[src/hdl/sg_pkg.sv]
// Shared types and constants for the Sobel gradient stream.
// Used by sg_front, sg_back and sobel_gradient_stream; depends on nothing.
package sg_pkg;

    localparam int DEF_MAX_WIDTH   = 256;
    localparam int HEIGHT_LIMIT    = 4096;
    localparam int WIDTH_CFG_W     = 9;
    localparam int HEIGHT_CFG_W    = 13;
    localparam int CFG_DATA_W      = 13;
    localparam int ROW_W           = 12;
    localparam int PIX_W           = 8;
    localparam int QUEUE_DEPTH     = 4;
    localparam int WIDTH_RST       = 256;
    localparam int HEIGHT_RST      = 256;

    localparam logic CFG_IMAGE_WIDTH  = 1'b0;
    localparam logic CFG_IMAGE_HEIGHT = 1'b1;

    typedef struct packed {
        logic produce;
        logic last_of_row;
        logic last_of_frame;
    } t_pix_tag;

    typedef struct packed {
        logic s1_valid;
        logic s2_valid;
    } t_back_status;

endpackage

[src/hdl/sg_ram.sv]
// Generic single-write, single-read RAM with registered read data.
// No dependencies.
module sg_ram #(
    parameter int WIDTH = 8,
    parameter int DEPTH = 256
) (
    input  logic                     i_clk,
    input  logic                     i_we,
    input  logic [$clog2(DEPTH)-1:0] i_waddr,
    input  logic [WIDTH-1:0]         i_wdata,
    input  logic                     i_re,
    input  logic [$clog2(DEPTH)-1:0] i_raddr,
    output logic [WIDTH-1:0]         o_rdata
);
    logic [WIDTH-1:0] r_mem [DEPTH];
    logic [WIDTH-1:0] r_rdata;

    always_ff @(posedge i_clk) begin
        if (i_we) begin
            r_mem[i_waddr] <= i_wdata;
        end
        if (i_re) begin
            r_rdata <= r_mem[i_raddr];
        end
    end

    assign o_rdata = r_rdata;
endmodule

[src/hdl/sg_front.sv]
// Front end: input transfer, configuration registers, column/row counters
// and classification of each pixel. Depends on sg_pkg.
module sg_front #(
    parameter int MAX_WIDTH = sg_pkg::DEF_MAX_WIDTH
) (
    input  logic                            i_clk,
    input  logic                            i_rst_n,
    input  logic                            i_in_valid,
    output logic                            o_in_ready,
    input  logic [sg_pkg::PIX_W-1:0]        i_pixel,
    input  logic                            i_start_of_frame,
    input  logic                            i_cfg_we,
    input  logic                            i_cfg_index,
    input  logic [sg_pkg::CFG_DATA_W-1:0]   i_cfg_data,
    input  logic                            i_full,
    output logic                            o_push,
    output logic [$clog2(MAX_WIDTH)-1:0]    o_col,
    output logic [sg_pkg::PIX_W-1:0]        o_pix,
    output sg_pkg::t_pix_tag                o_tag
);
    import sg_pkg::*;

    localparam int CW = $clog2(MAX_WIDTH);
    localparam int W_EFF_RST = (WIDTH_RST > MAX_WIDTH) ? MAX_WIDTH : WIDTH_RST;

    logic [CW-1:0]           r_w_last;
    logic [ROW_W-1:0]        r_h_last;
    logic [CW-1:0]           r_col;
    logic [ROW_W-1:0]        r_row;
    logic [CW-1:0]           n_col;
    logic [ROW_W-1:0]        n_row;
    logic [CW-1:0]           col;
    logic [ROW_W-1:0]        row;
    logic [WIDTH_CFG_W-1:0]  wcfg;
    logic [HEIGHT_CFG_W-1:0] hcfg;
    logic [CW-1:0]           w_last_cfg;
    logic [ROW_W-1:0]        h_last_cfg;
    logic                    accept;

    assign wcfg = i_cfg_data[WIDTH_CFG_W-1:0];
    assign hcfg = i_cfg_data[HEIGHT_CFG_W-1:0];

    always_comb begin
        if (wcfg < WIDTH_CFG_W'(3)) begin
            w_last_cfg = CW'(2);
        end else if (32'(wcfg) > MAX_WIDTH) begin
            w_last_cfg = CW'(MAX_WIDTH - 1);
        end else begin
            w_last_cfg = CW'(wcfg - WIDTH_CFG_W'(1));
        end
        if (hcfg < HEIGHT_CFG_W'(3)) begin
            h_last_cfg = ROW_W'(2);
        end else if (32'(hcfg) > HEIGHT_LIMIT) begin
            h_last_cfg = ROW_W'(HEIGHT_LIMIT - 1);
        end else begin
            h_last_cfg = ROW_W'(hcfg - HEIGHT_CFG_W'(1));
        end
    end

    always_ff @(posedge i_clk) begin
        if (!i_rst_n) begin
            r_w_last <= CW'(W_EFF_RST - 1);
            r_h_last <= ROW_W'(HEIGHT_RST - 1);
        end else if (i_cfg_we) begin
            unique case (i_cfg_index)
                CFG_IMAGE_WIDTH: begin
                    r_w_last <= w_last_cfg;
                end
                CFG_IMAGE_HEIGHT: begin
                    r_h_last <= h_last_cfg;
                end
                default: begin
                end
            endcase
        end
    end

    assign o_in_ready = !i_full;
    assign accept     = i_in_valid && !i_full;

    always_comb begin
        col = i_start_of_frame ? '0 : r_col;
        row = i_start_of_frame ? '0 : r_row;
        n_col = col + CW'(1);
        n_row = row;
        if (col >= r_w_last) begin
            n_col = '0;
            n_row = (row >= r_h_last) ? '0 : row + ROW_W'(1);
        end
    end

    always_ff @(posedge i_clk) begin
        if (!i_rst_n) begin
            r_col <= '0;
            r_row <= '0;
        end else if (accept) begin
            r_col <= n_col;
            r_row <= n_row;
        end
    end

    assign o_push              = accept;
    assign o_col               = col;
    assign o_pix               = i_pixel;
    assign o_tag.produce       = (col >= CW'(2)) && (row >= ROW_W'(2));
    assign o_tag.last_of_row   = (col == r_w_last);
    assign o_tag.last_of_frame = (col == r_w_last) && (row == r_h_last);
endmodule

[src/hdl/sg_queue.sv]
// Small register queue between the front end and the back end.
// No dependencies; depth must be a power of two.
module sg_queue #(
    parameter int WIDTH = 8,
    parameter int DEPTH = 4
) (
    input  logic             i_clk,
    input  logic             i_rst_n,
    input  logic             i_push,
    input  logic [WIDTH-1:0] i_wdata,
    output logic             o_full,
    input  logic             i_pop,
    output logic [WIDTH-1:0] o_rdata,
    output logic             o_empty
);
    localparam int AW = $clog2(DEPTH);

    logic [WIDTH-1:0] r_data [DEPTH];
    logic [AW-1:0]    r_wptr;
    logic [AW-1:0]    r_rptr;
    logic [AW:0]      r_count;

    assign o_full  = (r_count == (AW+1)'(DEPTH));
    assign o_empty = (r_count == '0);
    assign o_rdata = r_data[r_rptr];

    always_ff @(posedge i_clk) begin
        if (i_push) begin
            r_data[r_wptr] <= i_wdata;
        end
    end

    always_ff @(posedge i_clk) begin
        if (!i_rst_n) begin
            r_wptr  <= '0;
            r_rptr  <= '0;
            r_count <= '0;
        end else begin
            if (i_push) begin
                r_wptr <= r_wptr + AW'(1);
            end
            if (i_pop) begin
                r_rptr <= r_rptr + AW'(1);
            end
            if (i_push && !i_pop) begin
                r_count <= r_count + (AW+1)'(1);
            end else if (!i_push && i_pop) begin
                r_count <= r_count - (AW+1)'(1);
            end
        end
    end
endmodule

[src/hdl/sg_back.sv]
// Back end: line store access, 3x3 window, gradient datapath and output register.
// Depends on sg_pkg and sg_ram.
module sg_back #(
    parameter int MAX_WIDTH = sg_pkg::DEF_MAX_WIDTH
) (
    input  logic                          i_clk,
    input  logic                          i_rst_n,
    input  logic                          i_empty,
    output logic                          o_pop,
    input  logic [$clog2(MAX_WIDTH)-1:0]  i_col,
    input  logic [sg_pkg::PIX_W-1:0]      i_pix,
    input  sg_pkg::t_pix_tag              i_tag,
    output logic                          o_out_valid,
    input  logic                          i_out_ready,
    output logic [sg_pkg::PIX_W-1:0]      o_gradient,
    output logic                          o_last_of_row,
    output logic                          o_last_of_frame,
    output sg_pkg::t_back_status          o_status
);
    import sg_pkg::*;

    localparam int CW = $clog2(MAX_WIDTH);
    localparam int GW = PIX_W + 2;

    // stage 1: item whose line store read is in flight
    logic                 r_s1_valid;
    logic [CW-1:0]        r_s1_col;
    logic [PIX_W-1:0]     r_s1_pix;
    t_pix_tag             r_s1_tag;
    logic                 r_byp;
    logic [2*PIX_W-1:0]   r_byp_data;
    logic [PIX_W-1:0]     r_win [6];

    // stage 2: signed gradients
    logic                 r_s2_valid;
    logic signed [GW-1:0] r_s2_gx;
    logic signed [GW-1:0] r_s2_gy;
    logic                 r_s2_lor;
    logic                 r_s2_lof;

    // output register
    logic                 r_out_valid;
    logic [PIX_W-1:0]     r_out_grad;
    logic                 r_out_lor;
    logic                 r_out_lof;

    logic                 out_free;
    logic                 s2_free;
    logic                 s1_free;
    logic                 s1_adv;
    logic                 pop;
    logic [2*PIX_W-1:0]   ram_rdata;
    logic [PIX_W-1:0]     top;
    logic [PIX_W-1:0]     mid;
    logic [GW-1:0]        pos_x;
    logic [GW-1:0]        neg_x;
    logic [GW-1:0]        pos_y;
    logic [GW-1:0]        neg_y;
    logic signed [GW-1:0] gx;
    logic signed [GW-1:0] gy;
    logic [GW-1:0]        ax;
    logic [GW-1:0]        ay;
    logic [PIX_W-1:0]     grad;

    assign out_free = !r_out_valid || i_out_ready;
    assign s2_free  = !r_s2_valid || out_free;
    assign s1_free  = !r_s1_valid || s2_free;
    assign s1_adv   = r_s1_valid && s2_free;
    assign pop      = !i_empty && s1_free;
    assign o_pop    = pop;

    // entry holds {older row, newer row}
    sg_ram #(
        .WIDTH (2*PIX_W),
        .DEPTH (MAX_WIDTH)
    ) u_line_store (
        .i_clk   (i_clk),
        .i_we    (s1_adv),
        .i_waddr (r_s1_col),
        .i_wdata ({mid, r_s1_pix}),
        .i_re    (pop),
        .i_raddr (i_col),
        .o_rdata (ram_rdata)
    );

    assign {top, mid} = r_byp ? r_byp_data : ram_rdata;

    always_ff @(posedge i_clk) begin
        if (!i_rst_n) begin
            r_s1_valid <= 1'b0;
            r_byp      <= 1'b0;
        end else begin
            if (pop) begin
                r_s1_valid <= 1'b1;
                r_byp      <= s1_adv && (i_col == r_s1_col);
            end else if (s1_adv) begin
                r_s1_valid <= 1'b0;
            end
        end
    end

    always_ff @(posedge i_clk) begin
        if (pop) begin
            r_s1_col   <= i_col;
            r_s1_pix   <= i_pix;
            r_s1_tag   <= i_tag;
            r_byp_data <= {mid, r_s1_pix};
        end
    end

    // window: 0..2 = column c-2, 3..5 = column c-1
    always_ff @(posedge i_clk) begin
        if (!i_rst_n) begin
            for (int i = 0; i < 6; i++) begin
                r_win[i] <= '0;
            end
        end else if (s1_adv) begin
            r_win[0] <= r_win[3];
            r_win[1] <= r_win[4];
            r_win[2] <= r_win[5];
            r_win[3] <= top;
            r_win[4] <= mid;
            r_win[5] <= r_s1_pix;
        end
    end

    always_comb begin
        pos_x = GW'(top >> 2) + GW'(mid >> 1) + GW'(r_s1_pix >> 2);
        neg_x = GW'(r_win[0] >> 2) + GW'(r_win[1] >> 1) + GW'(r_win[2] >> 2);
        pos_y = GW'(r_win[2] >> 2) + GW'(r_win[5] >> 1) + GW'(r_s1_pix >> 2);
        neg_y = GW'(r_win[0] >> 2) + GW'(r_win[3] >> 1) + GW'(top >> 2);
        gx    = signed'(pos_x - neg_x);
        gy    = signed'(pos_y - neg_y);
    end

    always_ff @(posedge i_clk) begin
        if (!i_rst_n) begin
            r_s2_valid <= 1'b0;
        end else if (s2_free) begin
            r_s2_valid <= s1_adv && r_s1_tag.produce;
        end
    end

    always_ff @(posedge i_clk) begin
        if (s2_free) begin
            r_s2_gx  <= gx;
            r_s2_gy  <= gy;
            r_s2_lor <= r_s1_tag.last_of_row;
            r_s2_lof <= r_s1_tag.last_of_frame;
        end
    end

    always_comb begin
        ax   = r_s2_gx[GW-1] ? GW'(-r_s2_gx) : GW'(r_s2_gx);
        ay   = r_s2_gy[GW-1] ? GW'(-r_s2_gy) : GW'(r_s2_gy);
        grad = ax[PIX_W:1] + ay[PIX_W:1];
    end

    always_ff @(posedge i_clk) begin
        if (!i_rst_n) begin
            r_out_valid <= 1'b0;
        end else if (out_free) begin
            r_out_valid <= r_s2_valid;
        end
    end

    always_ff @(posedge i_clk) begin
        if (out_free) begin
            r_out_grad <= grad;
            r_out_lor  <= r_s2_lor;
            r_out_lof  <= r_s2_lof;
        end
    end

    assign o_out_valid        = r_out_valid;
    assign o_gradient         = r_out_grad;
    assign o_last_of_row      = r_out_lor;
    assign o_last_of_frame    = r_out_lof;
    assign o_status.s1_valid  = r_s1_valid;
    assign o_status.s2_valid  = r_s2_valid;
endmodule

[src/hdl/sobel_gradient_stream.sv]
// Top level of the streaming 3x3 Sobel gradient block.
// Depends on sg_pkg, sg_front, sg_queue, sg_back and sg_ram.

// Accepts one 8-bit pixel per clock in raster order while the queue is not
// full and returns one gradient for every pixel at row >= 2 and column >= 2
// via the queue, stage 1, stage 2 and output register. The rate of one pixel
// per clock is set by the single-port-read line store (one 16-bit entry per
// column holding the two previous rows) that is read once and written once
// per pixel. A four-entry queue separates the input counters from the
// datapath, so the input side keeps taking pixels while a result waits on
// the output until the queue fills. Line store entries hold garbage after
// reset until their column has been seen; there is no clearing pass.
// Writes clamp image_width and image_height to 3..MAX_WIDTH and 3..4096.
module sobel_gradient_stream #(
    parameter int MAX_WIDTH = sg_pkg::DEF_MAX_WIDTH
) (
    input  logic                          i_clk,
    input  logic                          i_rst_n,
    input  logic                          i_in_valid,
    output logic                          o_in_ready,
    input  logic [sg_pkg::PIX_W-1:0]      i_pixel,
    input  logic                          i_start_of_frame,
    output logic                          o_out_valid,
    input  logic                          i_out_ready,
    output logic [sg_pkg::PIX_W-1:0]      o_gradient,
    output logic                          o_last_of_row,
    output logic                          o_last_of_frame,
    input  logic                          i_cfg_we,
    input  logic                          i_cfg_index,
    input  logic [sg_pkg::CFG_DATA_W-1:0] i_cfg_data
);
    import sg_pkg::*;

    localparam int CW = $clog2(MAX_WIDTH);
    localparam int QW = CW + PIX_W + $bits(t_pix_tag);

    logic           push;
    logic           pop;
    logic           full;
    logic           empty;
    logic [CW-1:0]  f_col;
    logic [PIX_W-1:0] f_pix;
    t_pix_tag       f_tag;
    logic [CW-1:0]  b_col;
    logic [PIX_W-1:0] b_pix;
    t_pix_tag       b_tag;
    t_back_status   status;

    sg_front #(
        .MAX_WIDTH (MAX_WIDTH)
    ) u_front (
        .i_clk            (i_clk),
        .i_rst_n          (i_rst_n),
        .i_in_valid       (i_in_valid),
        .o_in_ready       (o_in_ready),
        .i_pixel          (i_pixel),
        .i_start_of_frame (i_start_of_frame),
        .i_cfg_we         (i_cfg_we),
        .i_cfg_index      (i_cfg_index),
        .i_cfg_data       (i_cfg_data),
        .i_full           (full),
        .o_push           (push),
        .o_col            (f_col),
        .o_pix            (f_pix),
        .o_tag            (f_tag)
    );

    sg_queue #(
        .WIDTH (QW),
        .DEPTH (QUEUE_DEPTH)
    ) u_queue (
        .i_clk   (i_clk),
        .i_rst_n (i_rst_n),
        .i_push  (push),
        .i_wdata ({f_col, f_pix, f_tag}),
        .o_full  (full),
        .i_pop   (pop),
        .o_rdata ({b_col, b_pix, b_tag}),
        .o_empty (empty)
    );

    sg_back #(
        .MAX_WIDTH (MAX_WIDTH)
    ) u_back (
        .i_clk           (i_clk),
        .i_rst_n         (i_rst_n),
        .i_empty         (empty),
        .o_pop           (pop),
        .i_col           (b_col),
        .i_pix           (b_pix),
        .i_tag           (b_tag),
        .o_out_valid     (o_out_valid),
        .i_out_ready     (i_out_ready),
        .o_gradient      (o_gradient),
        .o_last_of_row   (o_last_of_row),
        .o_last_of_frame (o_last_of_frame),
        .o_status        (status)
    );

    a_reset_idle: assert property (@(posedge i_clk)
        !i_rst_n |=> !o_out_valid)
        else $error("output valid after reset");

    a_frame_end_is_row_end: assert property (@(posedge i_clk) disable iff (!i_rst_n)
        o_out_valid && o_last_of_frame |-> o_last_of_row)
        else $error("last_of_frame without last_of_row");

    a_no_phantom_result: assert property (@(posedge i_clk) disable iff (!i_rst_n)
        empty && !status.s1_valid && !status.s2_valid && !o_out_valid |=> !o_out_valid)
        else $error("result with empty pipeline");

    a_grad_range: assert property (@(posedge i_clk) disable iff (!i_rst_n)
        $rose(o_out_valid) |-> o_gradient <= PIX_W'(252))
        else $error("gradient out of range");
endmodule
[config.mk]
export PLATFORM = sky130hd
export DESIGN_NAME = sobel_gradient_stream
export DESIGN_NICKNAME = d
export VERILOG_FILES = /design/src/hdl/sg_pkg.sv /design/src/hdl/sg_ram.sv /design/src/hdl/sg_front.sv /design/src/hdl/sg_queue.sv /design/src/hdl/sg_back.sv /design/src/hdl/sobel_gradient_stream.sv
export SDC_FILE = /design/constraint.sdc
export NUM_CORES = 2
export LEC_CHECK = 0
export BUFFER_PORTS_ARGS = -buffer_cell sky130_fd_sc_hd__buf_2
export CAP_MARGIN = 20
export CORE_MARGIN = 2
export CORE_UTILIZATION = 55
export CTS_BUF_LIST = sky130_fd_sc_hd__clkbuf_4 sky130_fd_sc_hd__clkbuf_8 sky130_fd_sc_hd__clkbuf_16
export CTS_CLUSTER_DIAMETER = 200
export DETAILED_ROUTE_END_ITERATION = 16
export HOLD_SLACK_MARGIN = 0.02
export PLACE_DENSITY = 0.7
export SLEW_MARGIN = 15
export SYNTH_ARGS = -nofsm -noshare
export SYNTH_HDL_FRONTEND = slang
export SYNTH_HIERARCHICAL = 1
export SYNTH_MEMORY_MAX_BITS = 65536
export SYNTH_SLANG_ARGS = --single-unit
[constraint.sdc]
create_clock -name i_clk -period 8.7 [get_ports i_clk]
set_input_delay 0 -clock i_clk [delete_from_list [all_inputs] [get_ports i_clk]]
set_output_delay 0 -clock i_clk [all_outputs]
set_load 0.01 [all_outputs]
==> results.md <==
- Clock Skews: 0.0616 ns
- Bufs and invs on worst path: 1
- Aggregate negative setup slack: 0 ns
- IO Pins: 40
- Pwr dens: 357 nW/µm²
- Synth Net Count: 7676
- CP max FO: 25
- Die Wd: 529 µm
- HPWL after detailed placement: 222000 µm
- Internal power: 40.7 mW
- GP Congestion: 0.882
- Required time worst endpoint: 9.32 ns
- Max Buffers Root-to-Sink: 4
- NetSw: 20.3 mW
- Antenna violations before repair: 20
- Final antenna-violating net count: 0
- FP Rows: 192
- Kind of critical path: flip-flop to flip-flop
- GRT overflow: 0
- Unrepaired setup endpoints after global routing: false
- CTS tree: built
- Multi-input logic area: 34200 µm²
- Slowest Stage Delay on Critical Path: 1.01 ns
- Stages on worst setup path: 8
- Worst hold path type: input pin to flip-flop
- Cts hold-fix bufs: 71
- DR vias: 77900
- Min cycle time layout: 5.65 ns
- # port buffers: 38
- Hold Crit Depth: 4
- Endpoints failing setup: 0
- Vias in the first global route: 76300
- Die height: 529 µm
- Final WL: 379000 µm
- Worst-path clk slew: 0.06 ns
- Core ar.: 274000 µm²
- Cells after Synth: 7539
- CTS Buf Count: 381
- Synthesized cell area: 152000 µm²
- Crit end category: flip-flop
- Share of cells above drive strength 1: 23.2%
- H-tree depth reported by CTS: 5
- Least-Margin Pin Slew: 1.22 ns
- Startpoint types: flip-flop
- WL/cell: 31.7 µm
- Tot GR Track Use: 26.9%
- Critical path, cell by cell: mux4_4, buf_4, mux4_2, mux2_2, a221oi_1, o31ai_1, o32ai_1, nor4_1
- Leakage: 55.1 nW
- Reg2reg setup slack: 3.05 ns
- YS warnings: 6
- Clock power share: 27.1%
- Die area: 280000 µm²
- Avg Synthesized Cell Area: 20.1 µm²
- FF+latch area: 114000 µm²
- Via-to-Cell Ratio: 6.53
- Final worst-path cycle share: 64.9%
- Slew HR: 18.6%
- CP max stage cell: mux4_4
- Min-Delay Endpoint: u_front/r_w_last[1]$_SDFFE_PN1P_
- Worst EP arrival: 6.27 ns
- CP top delay family: multiplexers
- Post-CTS sizing: 0
- Total of max-cap violations: 0
- Sw Ratio: 33.3%
- Largest net degree at the start of global routing: 191
- Pre-CTS setup slack: 3.18 ns
- Setup ws final: 3.05 ns
- CTS root buffer: clkbuf_16
- Worst reg-to-reg path cell count: 8
- Combinational share of power: 33.5%
- Worst hold margin: 0.198 ns
- DRC: 0
- Drt pass-1 iters: 8
- Post-layout net count: 8078
- Hold path start: i_rst_n
- Clk_lat worst skew: 0.92 ns
- Initial DRC Count: 11200
- Layout area overhead: 12.4%
- First-pass GRT wire length: 540000 µm
- Pins Over Slew Limit: 0
- RR Endpoint: u_back/u_line_store/o_rdata[12]$_DFFE_PP_
- Initial core utilization: 55.4%
- Setup Buffers After CTS: 0
- Total clock sinks: 3827
- Status: complete, no violations
- Hold Fails Final Rpt: 0
- Filler cells: 18400
- Peak supply drop: 0.389 mV
- Flop pwr share: 39.5%
- Achievable clock frequency: 0.177 GHz
[cell usage in the layout, fill, tap and decap left out, drive strengths merged, types with 71 or more instances in the layout]
master,count
a21oi,180
buf,431
clkbuf,451
clkinv,165
dlygate4sd3,71
edfxtp,3774
inv,168
mux2,83
mux2i,506
mux4,715
nand2,91
nor2,348
nor3,92
o21ai,76
o221ai,221
o22ai,130
[worst max-delay path by stage]
stage                                                      to                          from
floorplan                         u_back/r_s2_gx[7]$_DFFE_PP_  u_back/r_s1_pix[3]$_DFFE_PP_
global placement    u_back/u_line_store/o_rdata[12]$_DFFE_PP_                     flip-flop
detailed placement   u_back/u_line_store/o_rdata[9]$_DFFE_PP_                     flip-flop
CTS                  u_back/u_line_store/o_rdata[9]$_DFFE_PP_                     flip-flop
global route         u_back/u_line_store/o_rdata[6]$_DFFE_PP_                     flip-flop
finish              u_back/u_line_store/o_rdata[12]$_DFFE_PP_                     flip-flop
[power groups by stage]
stage	combinational (mW)	sequential [mW]	clock (mW)
2_1_floorplan	13.1	25.5	0
3_3_place_gp	19.7	24.4	0
3_5_place_dp	20.2	24.4	0
4_1_cts	20.2	24.1	16.7
5_1_grt	21.7	24.1	17.4
6_report	20.4	24.1	16.5
[tightest hold or removal path: cells and delay by family]
kind | cells | cell delay, ns
buf+inv | 3 | 0.96
simple gates | 1 | 0.12
[metrics by stage]
stage | cell area [µm²] | utilization, % | power (mW) | cells
floorplan | 152000 | - | 38.6 | 7539
global placement | 157000 | 57.3 | 44.1 | 11200
detailed placement | 157000 | 57.3 | 44.6 | 11200
CTS | 170000 | 62.2 | 61.0 | 11900
global route | 171000 | 62.2 | 63.2 | 11900
finish | 171000 | 62.2 | 61.0 | 11900
[layer usage]
metal  global-route usage [%]  routed length [µm]
met5                        0                  73
met3                     6.10               44700
met1                     39.0              146000
met4                     8.69               12800
met2                     40.9              175000
[final cells by class]
type | instances | share of cell area [%]
Sequential cell | 3827 | 67.1
Tap cell | 3686 | 2.70
Timing Repair Buffer | 502 | 2.46
Clock inverter | 235 | 1.42
Multi-Input combinational cell | 3076 | 20.0
Clock buffer | 451 | 5.96
Inverter | 153 | 0.365
Antenna cell | 5 | 0.00734
[state kept, by name, summed over array words and instances (netlist names), 2 cells and up, named ones only]
signal / count
u_back/u_line_store/o_rdata: 14
u_back/r_byp_data: 14
u_queue/r_data: 72
u_front/r_col: 8
u_back/r_s1_tag: 3
u_front/r_w_last: 8
u_back/u_line_store/r_mem: 3584
u_back/r_s1_pix: 7
u_back/o_gradient: 8
u_front/r_row: 12
u_queue/r_wptr: 2
u_back/r_win: 40
u_back/r_s1_col: 8
u_back/r_s2_gy: 10
u_queue/r_count: 3
u_queue/r_rptr: 2
u_back/r_s2_gx: 10
u_front/r_h_last: 12
Power figures use the tool's default switching activity.
